## src/rtl/lfs_pkg.sv

```systemverilog
// ----------------------------------------------------------------------------
// lfs_pkg
// Types and constants shared by the log line field splitter modules.
// ----------------------------------------------------------------------------
package lfs_pkg;

  localparam logic [7:0] CHAR_SPACE = 8'h20;
  localparam logic [7:0] CHAR_LBR   = 8'h5B;
  localparam logic [7:0] CHAR_RBR   = 8'h5D;
  localparam logic [7:0] CHAR_QUOTE = 8'h22;

  localparam int CHAR_W   = 8;
  localparam int FIELD_W  = 5;
  localparam int STATUS_W = 3;
  localparam int CFG_W    = 6;
  localparam int FIELD_HW_CAP = 32;

  typedef enum logic [STATUS_W-1:0] {
    ST_OK        = 3'd0,
    ST_UNMATCHED = 3'd1,
    ST_TOO_MANY  = 3'd2,
    ST_OPEN_NEST = 3'd3,
    ST_COUNT     = 3'd4,
    ST_OVERFLOW  = 3'd5,
    ST_SKIPPED   = 3'd6
  } lfs_status_t;

  typedef struct packed {
    logic [CHAR_W-1:0] ch;
    logic              last;
    logic              is_space;
    logic              is_lbr;
    logic              is_rbr;
    logic              is_quote;
  } lfs_item_t;

  typedef struct packed {
    logic [CHAR_W-1:0]  ch;
    logic [FIELD_W-1:0] field_number;
    logic               is_separator;
    lfs_status_t        status;
    logic               line_end;
  } lfs_result_t;

endpackage

```

## src/rtl/log_line_field_splitter_top.sv

```systemverilog
// ----------------------------------------------------------------------------
// log_line_field_splitter_top
// Tags each log-line byte with its field number, separator flag and status.
// ----------------------------------------------------------------------------
// Each input beat is registered in the queue, then in the back's output register.
// Throughput: one byte per cycle while out_tready does not hold back the output.
// Input stalls only when the two-entry queue is full.
// Reset: synchronous active-low; line-start state, number_of_fields = 9.
module log_line_field_splitter_top #(
  parameter int STACK_DEPTH = 8,
  parameter int MAX_FIELDS  = 32
) (
  input  logic        clk,
  input  logic        rst_n,
  input  logic        in_tvalid,
  output logic        in_tready,
  input  logic [7:0]  in_tdata,   // [7:0] char_in
  input  logic        in_tlast,   // last_char
  output logic        out_tvalid,
  input  logic        out_tready,
  output logic [15:0] out_tdata,  // [7:0] char_out, [12:8] field_number, [15:13] status
  output logic        out_tuser,  // is_separator
  output logic        out_tlast,  // line_end
  input  logic        cfg_we,
  input  logic [lfs_pkg::CFG_W-1:0] cfg_wdata
);
  import lfs_pkg::*;

  logic        push;
  logic        pop;
  logic        full;
  logic        empty;
  lfs_item_t   push_item;
  lfs_item_t   pop_item;
  lfs_result_t res;

  lfs_front u_front (
    .in_tvalid  (in_tvalid),
    .in_tready  (in_tready),
    .in_tdata   (in_tdata),
    .in_tlast   (in_tlast),
    .push       (push),
    .push_item  (push_item),
    .queue_full (full)
  );

  lfs_queue u_queue (
    .clk       (clk),
    .rst_n     (rst_n),
    .push      (push),
    .push_item (push_item),
    .full      (full),
    .pop       (pop),
    .empty     (empty),
    .pop_item  (pop_item)
  );

  lfs_back #(
    .STACK_DEPTH (STACK_DEPTH),
    .MAX_FIELDS  (MAX_FIELDS)
  ) u_back (
    .clk       (clk),
    .rst_n     (rst_n),
    .cfg_we    (cfg_we),
    .cfg_wdata (cfg_wdata),
    .empty     (empty),
    .pop       (pop),
    .pop_item  (pop_item),
    .res_valid (out_tvalid),
    .res_ready (out_tready),
    .res       (res)
  );

  assign out_tdata = {res.status, res.field_number, res.ch};
  assign out_tuser = res.is_separator;
  assign out_tlast = res.line_end;

endmodule

```

## src/rtl/lfs_front.sv

```systemverilog
// ----------------------------------------------------------------------------
// lfs_front
// Input side: accept a byte and classify it as space, bracket or quote.
// ----------------------------------------------------------------------------
module lfs_front (
  input  logic                       in_tvalid,
  output logic                       in_tready,
  input  logic [lfs_pkg::CHAR_W-1:0] in_tdata,
  input  logic                       in_tlast,
  output logic                       push,
  output lfs_pkg::lfs_item_t         push_item,
  input  logic                       queue_full
);
  import lfs_pkg::*;

  assign in_tready = !queue_full;
  assign push      = in_tvalid && !queue_full;

  always_comb begin
    push_item          = '0;
    push_item.ch       = in_tdata;
    push_item.last     = in_tlast;
    push_item.is_space = (in_tdata == CHAR_SPACE);
    push_item.is_lbr   = (in_tdata == CHAR_LBR);
    push_item.is_rbr   = (in_tdata == CHAR_RBR);
    push_item.is_quote = (in_tdata == CHAR_QUOTE);
  end

endmodule

```

## src/rtl/lfs_queue.sv

```systemverilog
// ----------------------------------------------------------------------------
// lfs_queue
// Two-entry queue of classified beats between the front and back.
// ----------------------------------------------------------------------------
module lfs_queue (
  input  logic               clk,
  input  logic               rst_n,
  input  logic               push,
  input  lfs_pkg::lfs_item_t push_item,
  output logic               full,
  input  logic               pop,
  output logic               empty,
  output lfs_pkg::lfs_item_t pop_item
);
  import lfs_pkg::*;

  lfs_item_t   mem_r [2];
  logic        wr_ptr_r, wr_ptr_nxt;
  logic        rd_ptr_r, rd_ptr_nxt;
  logic [1:0]  count_r, count_nxt;

  assign full     = (count_r == 2'd2);
  assign empty    = (count_r == 2'd0);
  assign pop_item = mem_r[rd_ptr_r];

  always_comb begin
    wr_ptr_nxt = wr_ptr_r;
    rd_ptr_nxt = rd_ptr_r;
    count_nxt  = count_r;
    if (push) begin
      wr_ptr_nxt = !wr_ptr_r;
    end
    if (pop) begin
      rd_ptr_nxt = !rd_ptr_r;
    end
    unique case ({push, pop})
      2'b10:   count_nxt = count_r + 2'd1;
      2'b01:   count_nxt = count_r - 2'd1;
      default: count_nxt = count_r;
    endcase
  end

  always_ff @(posedge clk) begin
    if (!rst_n) begin
      wr_ptr_r <= 1'b0;
      rd_ptr_r <= 1'b0;
      count_r  <= 2'd0;
    end else begin
      wr_ptr_r <= wr_ptr_nxt;
      rd_ptr_r <= rd_ptr_nxt;
      count_r  <= count_nxt;
    end
  end

  always_ff @(posedge clk) begin
    if (push) begin
      mem_r[wr_ptr_r] <= push_item;
    end
  end

endmodule

```

## src/rtl/lfs_back.sv

```systemverilog
// ----------------------------------------------------------------------------
// lfs_back
// Line state update: nesting stack, field count, quote close, end checks,
// and the output register.
// ----------------------------------------------------------------------------
module lfs_back #(
  parameter int STACK_DEPTH = 8,
  parameter int MAX_FIELDS  = 32
) (
  input  logic                      clk,
  input  logic                      rst_n,
  input  logic                      cfg_we,
  input  logic [lfs_pkg::CFG_W-1:0] cfg_wdata,
  input  logic                      empty,
  output logic                      pop,
  input  lfs_pkg::lfs_item_t        pop_item,
  output logic                      res_valid,
  input  logic                      res_ready,
  output lfs_pkg::lfs_result_t      res
);
  import lfs_pkg::*;

  localparam int CNT_W = $clog2(STACK_DEPTH + 1);
  localparam int IDX_W = (STACK_DEPTH > 1) ? $clog2(STACK_DEPTH) : 1;
  localparam int CAP   = (MAX_FIELDS < FIELD_HW_CAP) ? MAX_FIELDS : FIELD_HW_CAP;
  localparam logic [CFG_W-1:0] CAP_V   = CAP[CFG_W-1:0];
  localparam logic [CNT_W-1:0] DEPTH_V = STACK_DEPTH[CNT_W-1:0];

  logic [STACK_DEPTH-1:0] stack_r;
  logic [CNT_W-1:0]       depth_r, depth_nxt;
  logic [FIELD_W-1:0]     fcnt_r, fcnt_nxt;
  logic                   prev_space_r, prev_space_nxt;
  logic                   pend_r, pend_nxt;
  logic                   abort_r, abort_nxt;
  logic [CFG_W-1:0]       nfields_r;
  logic                   res_valid_r;
  lfs_result_t            res_r, res_nxt;

  logic [CFG_W-1:0] eff;
  logic [CNT_W-1:0] top_idx;
  logic             top_bit;
  logic             push_en;
  logic             push_kind;
  logic             minor;
  lfs_status_t      st;
  lfs_item_t        it;

  assign pop       = !empty && (!res_valid_r || res_ready);
  assign res_valid = res_valid_r;
  assign res       = res_r;
  assign it        = pop_item;
  assign top_idx   = depth_r - CNT_W'(1);
  assign top_bit   = stack_r[top_idx[IDX_W-1:0]];

  always_comb begin
    if (nfields_r == '0) begin
      eff = CFG_W'(1);
    end else if (nfields_r > CAP_V) begin
      eff = CAP_V;
    end else begin
      eff = nfields_r;
    end
  end

  always_comb begin
    depth_nxt      = depth_r;
    fcnt_nxt       = fcnt_r;
    pend_nxt       = pend_r;
    abort_nxt      = abort_r;
    prev_space_nxt = it.is_space;
    push_en        = 1'b0;
    push_kind      = 1'b0;
    minor          = 1'b0;
    st             = ST_OK;
    res_nxt              = '0;
    res_nxt.ch           = it.ch;
    res_nxt.field_number = fcnt_r;
    res_nxt.line_end     = it.last;

    if (abort_r) begin
      st = ST_SKIPPED;
    end else begin
      pend_nxt = 1'b0;
      if (pend_r && it.is_space) begin
        if (depth_r != '0 && top_bit) begin
          depth_nxt = depth_r - CNT_W'(1);
        end else begin
          minor = 1'b1;
        end
      end

      priority if (it.is_space) begin
        if (!it.last && depth_nxt == '0) begin
          if ({1'b0, fcnt_r} + CFG_W'(1) >= eff) begin
            st = ST_TOO_MANY;
          end else begin
            res_nxt.is_separator = 1'b1;
            fcnt_nxt = fcnt_r + FIELD_W'(1);
          end
        end
      end else if (it.is_lbr) begin
        if (depth_r >= DEPTH_V) begin
          st = ST_OVERFLOW;
        end else begin
          push_en   = 1'b1;
          push_kind = 1'b0;
          depth_nxt = depth_r + CNT_W'(1);
        end
      end else if (it.is_rbr) begin
        if (depth_r != '0 && !top_bit) begin
          depth_nxt = depth_r - CNT_W'(1);
        end
      end else if (it.is_quote) begin
        if (prev_space_r) begin
          if (depth_r >= DEPTH_V) begin
            st = ST_OVERFLOW;
          end else begin
            push_en   = 1'b1;
            push_kind = 1'b1;
            depth_nxt = depth_r + CNT_W'(1);
          end
        end else if (it.last) begin
          if (depth_r != '0 && top_bit) begin
            depth_nxt = depth_r - CNT_W'(1);
          end else begin
            minor = 1'b1;
          end
        end else begin
          pend_nxt = 1'b1;
        end
      end else begin
        pend_nxt = 1'b0;
      end

      if (st != ST_OK) begin
        abort_nxt = 1'b1;
        pend_nxt  = 1'b0;
      end else if (it.last) begin
        if (depth_nxt != '0) begin
          st = ST_OPEN_NEST;
        end else if ({1'b0, fcnt_nxt} != eff - CFG_W'(1)) begin
          st = ST_COUNT;
        end
      end
      if (st == ST_OK && minor) begin
        st = ST_UNMATCHED;
      end
    end

    res_nxt.status = st;

    if (it.last) begin
      depth_nxt      = '0;
      fcnt_nxt       = '0;
      prev_space_nxt = 1'b1;
      pend_nxt       = 1'b0;
      abort_nxt      = 1'b0;
    end
  end

  always_ff @(posedge clk) begin
    if (!rst_n) begin
      depth_r      <= '0;
      fcnt_r       <= '0;
      prev_space_r <= 1'b1;
      pend_r       <= 1'b0;
      abort_r      <= 1'b0;
      nfields_r    <= CFG_W'(9);
      res_valid_r  <= 1'b0;
    end else begin
      if (cfg_we) begin
        nfields_r <= cfg_wdata;
      end
      if (pop) begin
        depth_r      <= depth_nxt;
        fcnt_r       <= fcnt_nxt;
        prev_space_r <= prev_space_nxt;
        pend_r       <= pend_nxt;
        abort_r      <= abort_nxt;
        res_valid_r  <= 1'b1;
      end else if (res_ready) begin
        res_valid_r  <= 1'b0;
      end
    end
  end

  always_ff @(posedge clk) begin
    if (pop) begin
      res_r <= res_nxt;
      if (push_en) begin
        stack_r[depth_r[IDX_W-1:0]] <= push_kind;
      end
    end
  end

endmodule
```

## config.mk

```make
export PLATFORM = sky130hd
export DESIGN_NAME = log_line_field_splitter_top
export DESIGN_NICKNAME = d
export VERILOG_FILES = /design/src/rtl/lfs_pkg.sv /design/src/rtl/log_line_field_splitter_top.sv /design/src/rtl/lfs_front.sv /design/src/rtl/lfs_queue.sv /design/src/rtl/lfs_back.sv
export SDC_FILE = /design/constraint.sdc
export NUM_CORES = 1
export LEC_CHECK = 0
export BUFFER_PORTS_ARGS = -buffer_cell sky130_fd_sc_hd__buf_2
export CAP_MARGIN = 20
export CELL_PAD_IN_SITES_DETAIL_PLACEMENT = 0
export CELL_PAD_IN_SITES_GLOBAL_PLACEMENT = 2
export CORE_UTILIZATION = 39
export CTS_CLUSTER_SIZE = 16
export DETAILED_ROUTE_END_ITERATION = 10
export PLACE_DENSITY_LB_ADDON = 0.1
export SETUP_SLACK_MARGIN = 0.5
export SLEW_MARGIN = 20
export SYNTH_ARGS = -nofsm -noshare
export SYNTH_HDL_FRONTEND = slang
export SYNTH_SLANG_ARGS = --single-unit
```

## constraint.sdc

```tcl
create_clock -name clk -period 4.2 [get_ports clk]
set_clock_uncertainty 0.05 [all_clocks]
set_input_delay 0 -clock clk [delete_from_list [all_inputs] [get_ports clk]]
set_output_delay 0 -clock clk [all_outputs]
set_load 0.1 [all_outputs]
```

==> results of run 1 <==
-- cells in the final DEF, fill, tap and decap left out, types with 5 or more instances in the layout --
cell type      count
nand4_1            7
mux2i_1           13
a21oi_1           11
inv_1             11
ha_1              10
buf_4             12
dlygate4sd3_1     20
nor4_1             5
mux2_2            14
nor3_1            14
edfxtp_1          52
xnor2_1           16
a22oi_1            5
xor2_1             6
nand2_1           30
and2_1             7
dfxtp_1           24
buf_2             39
nor2_1            23
clkbuf_8           9
o21ai_0           12
nor2b_1           11
and3_1             5
nand3_1           20
-- state kept, by name (all words and copies together), names as in the netlist, named ones only --
name	count
u_back.nfields_r	6
u_back.pend_r	1
u_queue.rd_ptr_r	1
u_back.stack_r	8
u_back.abort_r	1
u_back.res	18
u_back.res_valid	1
u_queue.count_r	2
u_back.fcnt_r	5
u_back.prev_space_r	1
u_back.depth_r	4
u_queue.mem_r	26
u_queue.wr_ptr_r	1
-- worst min-delay path: stages --
cell	delay [ns]
buf_2	0.19
mux2i_1	0.10
nor2b_1	0.09
-- cell families after synthesis --
logic type / Yosys count / synth area share
buf+inv: 34 / 0.0325
mux: 34 / 0.0969
compound gates: 72 / 0.131
fa+ha+maj: 11 / 0.0322
simple gates: 145 / 0.181
flops: 76 / 0.478
xor+xnor: 23 / 0.0489
-- report_power, final --
group	internal, W	switching, W
Sequential	0.000989	0.0000696
Clock	0.000278	0.000279
Combinational	0.000459	0.00122
Total	0.00173	0.00157
-- path summary, 6_finish.rpt --
check,to,slack [ns],cells after the start
worst max-delay path,u_back.res[3]$_SDFFCE_PP1P_,0.72,11
worst min-delay path,u_back.nfields_r[1]$_SDFFE_PN0P_,0.02,3
worst max register to register,u_back.res[3]$_SDFFCE_PP1P_,0.72,11
worst min register to register,u_back.pend_r$_SDFFE_PN0P_,0.45,2
-- stage by stage --
stage | hold slack (ns) | power (W) | util | worst slack (ns) | instance area [µm²]
final | 0.0167 | 0.00329 | 0.484 | 0.724 | 5060
after floorplan | 0.0489 | 0.00240 | - | 0.514 | 4270
after detailed placement | 0.145 | 0.00272 | 0.444 | 0.626 | 4640
after global routing | 0.0297 | 0.00346 | 0.484 | 0.533 | 5060
after CTS | 0.00400 | 0.00330 | 0.482 | 0.608 | 5040
after global placement | 0.139 | 0.00272 | 0.442 | 0.593 | 4630
-- repair_timing --
item	in CTS	in global routing
endpoints found under the hold margin	29	0
setup endpoints to repair	0	3
hold buffers	20	0
gates resized for setup	0	6
-- layout make-up --
type	instances	area [µm²]
clock buffers	9	124
clock inverters	7	73.8
fillers	1013	5400
inverters	11	41.3
multi-input cells	285	2110
flip-flops and latches	76	2040
well taps	136	170
repair buffers	72	497
-- metal layers --
| layer | track usage | share of wire |
|---|---|---|
| met1 | 0.259 | 0.51 |
| met4 | 0.0548 | 0.0090 |
| met5 | 0 | 0 |
| met2 | 0.278 | 0.45 |
| met3 | 0.0347 | 0.034 |
==> results.py, run 1 <==
metrics = {
    "pwr": {
        "power_density_nw_per_um2": 650,
        "vdd_drop_max_mv": 0.426,
        "p_leak_nw": 1.83,
    },
    "critical_path": {
        "cpMaxStageDelayCell": "mux2_2",
        "cp_slowest_stage_delay_ns": 0.37,
        "reg2reg_from": "u_back.depth_r[0]$_SDFFE_PN0P_",
        "crit_fanout": 7,
        "critPathKind": "reg2reg",
        "crit_path_end_kind": "flip-flop",
        "crit_chain": "inv_1 -> ha_4 -> mux2_2 -> a22o_1 -> or2_2 -> a31oi_1 -> o22ai_1 -> a311o_1 -> a22oi_1 -> nor4_4 -> a311o_1",
        "path_common_cell": "a311o_1",
        "cp_top_family": "compound AO/OA/AOI/OAI gates",
        "arrival_ns": 3.52,
        "critPathLaunch": "u_back.depth_r[0]$_SDFFE_PN0P_",
        "critPathBufInv": 1,
        "startpoint_type": "flip-flop",
        "cp.required_ns": 4.25,
    },
    "sta": {
        "hold_viol_final": 0,
        "rsz0062_at_grt": "false",
        "max_freq_mhz": 288,
        "tightestPinTransition_ns": 1.00,
        "setup_viol": 0,
        "drv_slew": 0,
        "min_period_ns": 3.48,
        "post-route-period-util": 0.828,
        "fin_tns_setup_ns": 0,
        "slew_headroom": 0.327,
    },
    "layout": {
        "nNetsFinal": 486,
        "drive_gt1_frac": 0.226,
        "fin_cells": 596,
        "num_antenna_cells": 0,
        "syn_to_final_growth_pct": 18.5,
    },
    "global_route": {
        "grt-ovfl-total": 0,
        "grt_max_degree": 25,
        "grt_antenna_before_repair": 0,
        "grtUsageTotal": 0.181,
        "grt_pass1_wl_um": 16200,
        "grt_pass1_vias": 3156,
    },
    "clock_tree": {
        "cts_tree": "done",
        "cts_sinks": 76,
        "cts_buffers": 9,
        "cts_buffer_depth": 2,
        "clk_pin_slew_ns": 0.09,
        "post_cts_buffers": 0,
        "cts_max_level": 3,
        "clk_latency_ns": 0.34,
        "root_buffer": "clkbuf_8",
    },
    "synthesis": {
        "synth.cell_area_um2": 4270,
        "yosysTopAreaCell": "edfxtp_1",
        "yosysMostFrequentCell": "edfxtp_1",
        "synth_flop_cell": "edfxtp_1",
        "synth_area_per_cell_um2": 10.8,
        "yosys-top-cells-area": "edfxtp_1 (37%), dfxtp_1 (11%), mux2_2 (3.7%)",
        "yosysUniqueCellTypes": 68,
        "ys_seq_area_frac": 0.478,
        "synth.ff_latch_count": 76,
        "ys_async_sr_fraction": 0,
        "synth_edf_count": 52,
        "synth_top_cells_by_count": "edfxtp_1 (52), nand2_1 (30), dfxtp_1 (24)",
        "ys_warn_count": 0,
        "synth_fp_nets": 426,
        "synth_top_area_frac": 0.366,
        "synth_cells": 395,
    },
    "place": {
        "dp_hpwl_um": 6820,
        "port_buffers": 39,
        "dp_cells": 560,
        "routabilityCongestion": 0.826,
    },
    "floorplanning": {
        "rows": 37,
        "ios": 40,
        "start_util": 0.408,
        "core_area_um2": 10500,
        "die-area_um2": 11400,
        "die_w_um": 107,
        "die_y_um": 107,
    },
    "route": {
        "final_antenna_net_count": 0,
        "drtIter0Drc": 95,
        "drtPass1Iterations": 6,
        "avgRoutedWirePerCell_um": 16.0,
        "wirelength_um": 9510,
        "via_per_inst": 5.42,
        "vias": 3228,
        "drc_errors": 0,
    },
    "status": {
        "status": "finished, final reports clean",
    },
    "hold_path": {
        "hp-start": "cfg_we",
        "hold_class": "in2reg",
    },
    "flow_run": {
        "cap_violations": 0,
    },
}
(Power assumes the default switching activity.)
==> inputs of run 2 (changes only) <==
--- a/config.mk
+++ b/config.mk
@@ -9,7 +9,7 @@
 export CAP_MARGIN = 20
 export CELL_PAD_IN_SITES_DETAIL_PLACEMENT = 0
 export CELL_PAD_IN_SITES_GLOBAL_PLACEMENT = 2
-export CORE_UTILIZATION = 39
+export CORE_UTILIZATION = 35
 export CTS_CLUSTER_SIZE = 16
 export DETAILED_ROUTE_END_ITERATION = 10
 export PLACE_DENSITY_LB_ADDON = 0.1
==> constraint.sdc (replaced) <==
create_clock -name clk -period 3.1 [get_ports clk]
set_clock_uncertainty 0.05 [all_clocks]
set_input_delay 0 -clock clk [delete_from_list [all_inputs] [get_ports clk]]
set_output_delay 0 -clock clk [all_outputs]
set_load 0.1 [all_outputs]
==> run 2 against run 1 <==
Net effect: the flow now finishes with violations (setup timing); design area up 17%; combinational power up 70%; total power up 61%; sequential power up 36%; via count up 8.8%; worst hold slack better by 0.0025 ns; cell count up 11%; sequential share of layout area down 5.8 points; critical path type unchanged; critical endpoint unchanged; largest cell class unchanged.
==> results.py, run 2 (synthesized netlist as in run 1, its figures left out) <==
metrics = {
    "layout": {
        "drive_gt1_frac": 0.397,
        "largest_reg_flops": 26,
        "final_core_util": 0.508,
        "syn_to_final_growth_pct": 38.8,
        "n_fill_cell": 1094,
        "nNetsFinal": 547,
        "num_antenna_cells": 0,
        "final_cell_mix": "buf_4 (68), edfxtp_1 (52), buf_2 (39)",
        "final_common_cell": "buf_4",
        "top_register": "u_queue.mem_r",
    },
    "sta": {
        "setup_viol": 3,
        "min_period_ns": 3.30,
        "post-route-period-util": 1.06,
        "tightestPinTransition_ns": 0.660,
        "slew_headroom": 0.557,
        "max_freq_mhz": 303,
        "rsz0062_at_grt": "true",
        "setup_slack_ns": -0.200,
        "hold_viol_final": 0,
        "drv_slew": 0,
    },
    "critical_path": {
        "cp_top_family": "compound AO/OA/AOI/OAI gates",
        "cp_slowest_stage_delay_ns": 0.52,
        "arrival_ns": 3.34,
        "critPathBufInv": 2,
        "cp.required_ns": 3.14,
        "r2r_setup_slack_ns": -0.20,
        "rr_endpoint": "u_back.res[3]$_SDFFCE_PP1P_",
        "reg2reg_from": "u_back.depth_r[1]$_SDFFE_PN0P_",
        "r2r_cells": 12,
        "cpMaxStageDelayCell": "mux4_2",
        "crit_path_end_kind": "flip-flop",
        "critPathKind": "reg2reg",
        "startpoint_type": "flip-flop",
        "crit_fanout": 6,
        "crit_chain": "inv_6 -> ha_4 -> mux2_4 -> mux4_2 -> nand2_4 -> nand2_4 -> a221oi_2 -> nor3_2 -> a221oi_2 -> buf_4 -> nor4_4 -> a311o_1",
    },
    "status": {
        "status": "finished, violations left",
        "violations": "setup timing",
    },
    "hold_path": {
        "whs_path_depth": 3,
        "hold_class": "in2reg",
        "hp-start": "cfg_we",
        "hold_end": "u_back.nfields_r[1]$_SDFFE_PN0P_",
    },
    "clock_tree": {
        "clk_pin_slew_ns": 0.07,
        "cts_buffers": 9,
        "cts_sinks": 76,
        "cts_max_level": 3,
        "cts_buffer_depth": 2,
        "root_buffer": "clkbuf_16",
        "clk_latency_ns": 0.35,
        "cts_tree": "done",
    },
    "route": {
        "wl_met3_um": 370,
        "final_antenna_net_count": 0,
        "wirelength_um": 10800,
        "routed.top_layer": "met4",
        "via_per_inst": 5.29,
        "drtPass1Iterations": 4,
        "wl_met2_um": 5140,
        "vias": 3511,
        "avgRoutedWirePerCell_um": 16.3,
        "wl_met1_um": 5150,
        "drtIter0Drc": 157,
        "drc_errors": 0,
    },
    "pwr": {
        "power_w": 0.00530,
        "vdd_drop_max_mv": 0.551,
        "p_leak_nw": 2.26,
        "power_density_nw_per_um2": 893,
    },
    "flow_run": {
        "cap_violations": 0,
    },
    "global_route": {
        "grt_max_degree": 25,
        "grt_pass1_vias": 3517,
        "grt-ovfl-total": 0,
        "grtUsageTotal": 0.185,
        "grt_pass1_wl_um": 18000,
        "grt_antenna_before_repair": 0,
    },
    "floorplanning": {
        "rows": 39,
        "start_util": 0.366,
        "die-area_um2": 12700,
        "die_w_um": 112,
        "core_area_um2": 11700,
        "die_y_um": 112,
        "ios": 40,
    },
    "place": {
        "dp_hpwl_um": 7860,
        "port_buffers": 39,
        "routabilityCongestion": 0.859,
    },
}
==> run 2: cell count changes in the layout (fill, tap and decap cells not counted), sizes merged <==
cell,before,now
bufinv,1,0
buf,52,113
inv,13,16
clkbuf,9,10
clkinv,4,1
==> run 2: final cells by class <==
class / count / area, µm² / share of cell area
Multi-Input combinational cell: 285 / 2380 / 0.401
Clock buffer: 10 / 239 / 0.0403
Timing Repair Buffer: 133 / 981 / 0.165
Tap cell: 143 / 179 / 0.0302
Inverter: 11 / 48.8 / 0.00823
Sequential cell: 76 / 2050 / 0.346
Clock inverter: 6 / 52.6 / 0.00886
==> run 2: worst min-delay path: stages <==
cell	delay, ns
buf_2	0.19
mux2i_1	0.10
nor2b_1	0.09
==> run 2: how the worst max path moves through the flow <==
stage | from | endpoint | cells past startpoint
global placement | u_back.nfields_r[1]$_SDFFE_PN0P_ | u_back.res[3]$_SDFFCE_PP1P_ | 13
finish | u_back.depth_r[1]$_SDFFE_PN0P_ | u_back.res[3]$_SDFFCE_PP1P_ | 12
CTS | u_back.depth_r[1]$_SDFFE_PN0P_ | u_back.res[3]$_SDFFCE_PP1P_ | 12
detailed placement | u_back.nfields_r[1]$_SDFFE_PN0P_ | u_back.res[3]$_SDFFCE_PP1P_ | 13
floorplan | u_back.depth_r[1]$_SDFFE_PN0P_ | u_back.res[3]$_SDFFCE_PP1P_ | 13
global route | u_back.depth_r[0]$_SDFFE_PN0P_ | u_back.res[3]$_SDFFCE_PP1P_ | 12
==> run 2: timing repair <==
| item | CTS | global route |
|---|---|---|
| setup endpoints to repair | 14 | 16 |
| endpoints found under the hold margin | 29 | 0 |
| pin swaps | 19 | 8 |
| gates resized for setup | 49 | 13 |
| hold buffers | 20 | 0 |
| buffers inserted | 7 | 3 |
==> run 2: power by group <==
part | internal (W) | switching, W | leakage (nW) | total (W)
Clock | 0.000579 | 0.000439 | 0.145 | 0.00102
Sequential | 0.00134 | 0.0000940 | 0.691 | 0.00144
Combinational | 0.000981 | 0.00186 | 1.43 | 0.00284
==> run 2: layer usage <==
metal  up-vias  global-route usage
met5         -                   0
met4         0              0.0764
met1      1692               0.247
met3        15              0.0367
met2        67               0.295
li1       1737                   -
==> run 2: through the flow <==
step	setup TNS (ns)	std cells	hold WS, ns	worst slack (ns)	instance area, µm²
2_1_floorplan	-0.397	395	0.0489	-0.216	4350
3_5_place_dp	-0.913	618	0.158	-0.399	5090
3_3_place_gp	-0.835	618	0.153	-0.380	5090
4_1_cts	-0.413	661	0.00978	-0.141	5830
6_report	-0.508	664	0.0192	-0.200	5930
5_1_grt	-1.05	664	0.0402	-0.298	5930
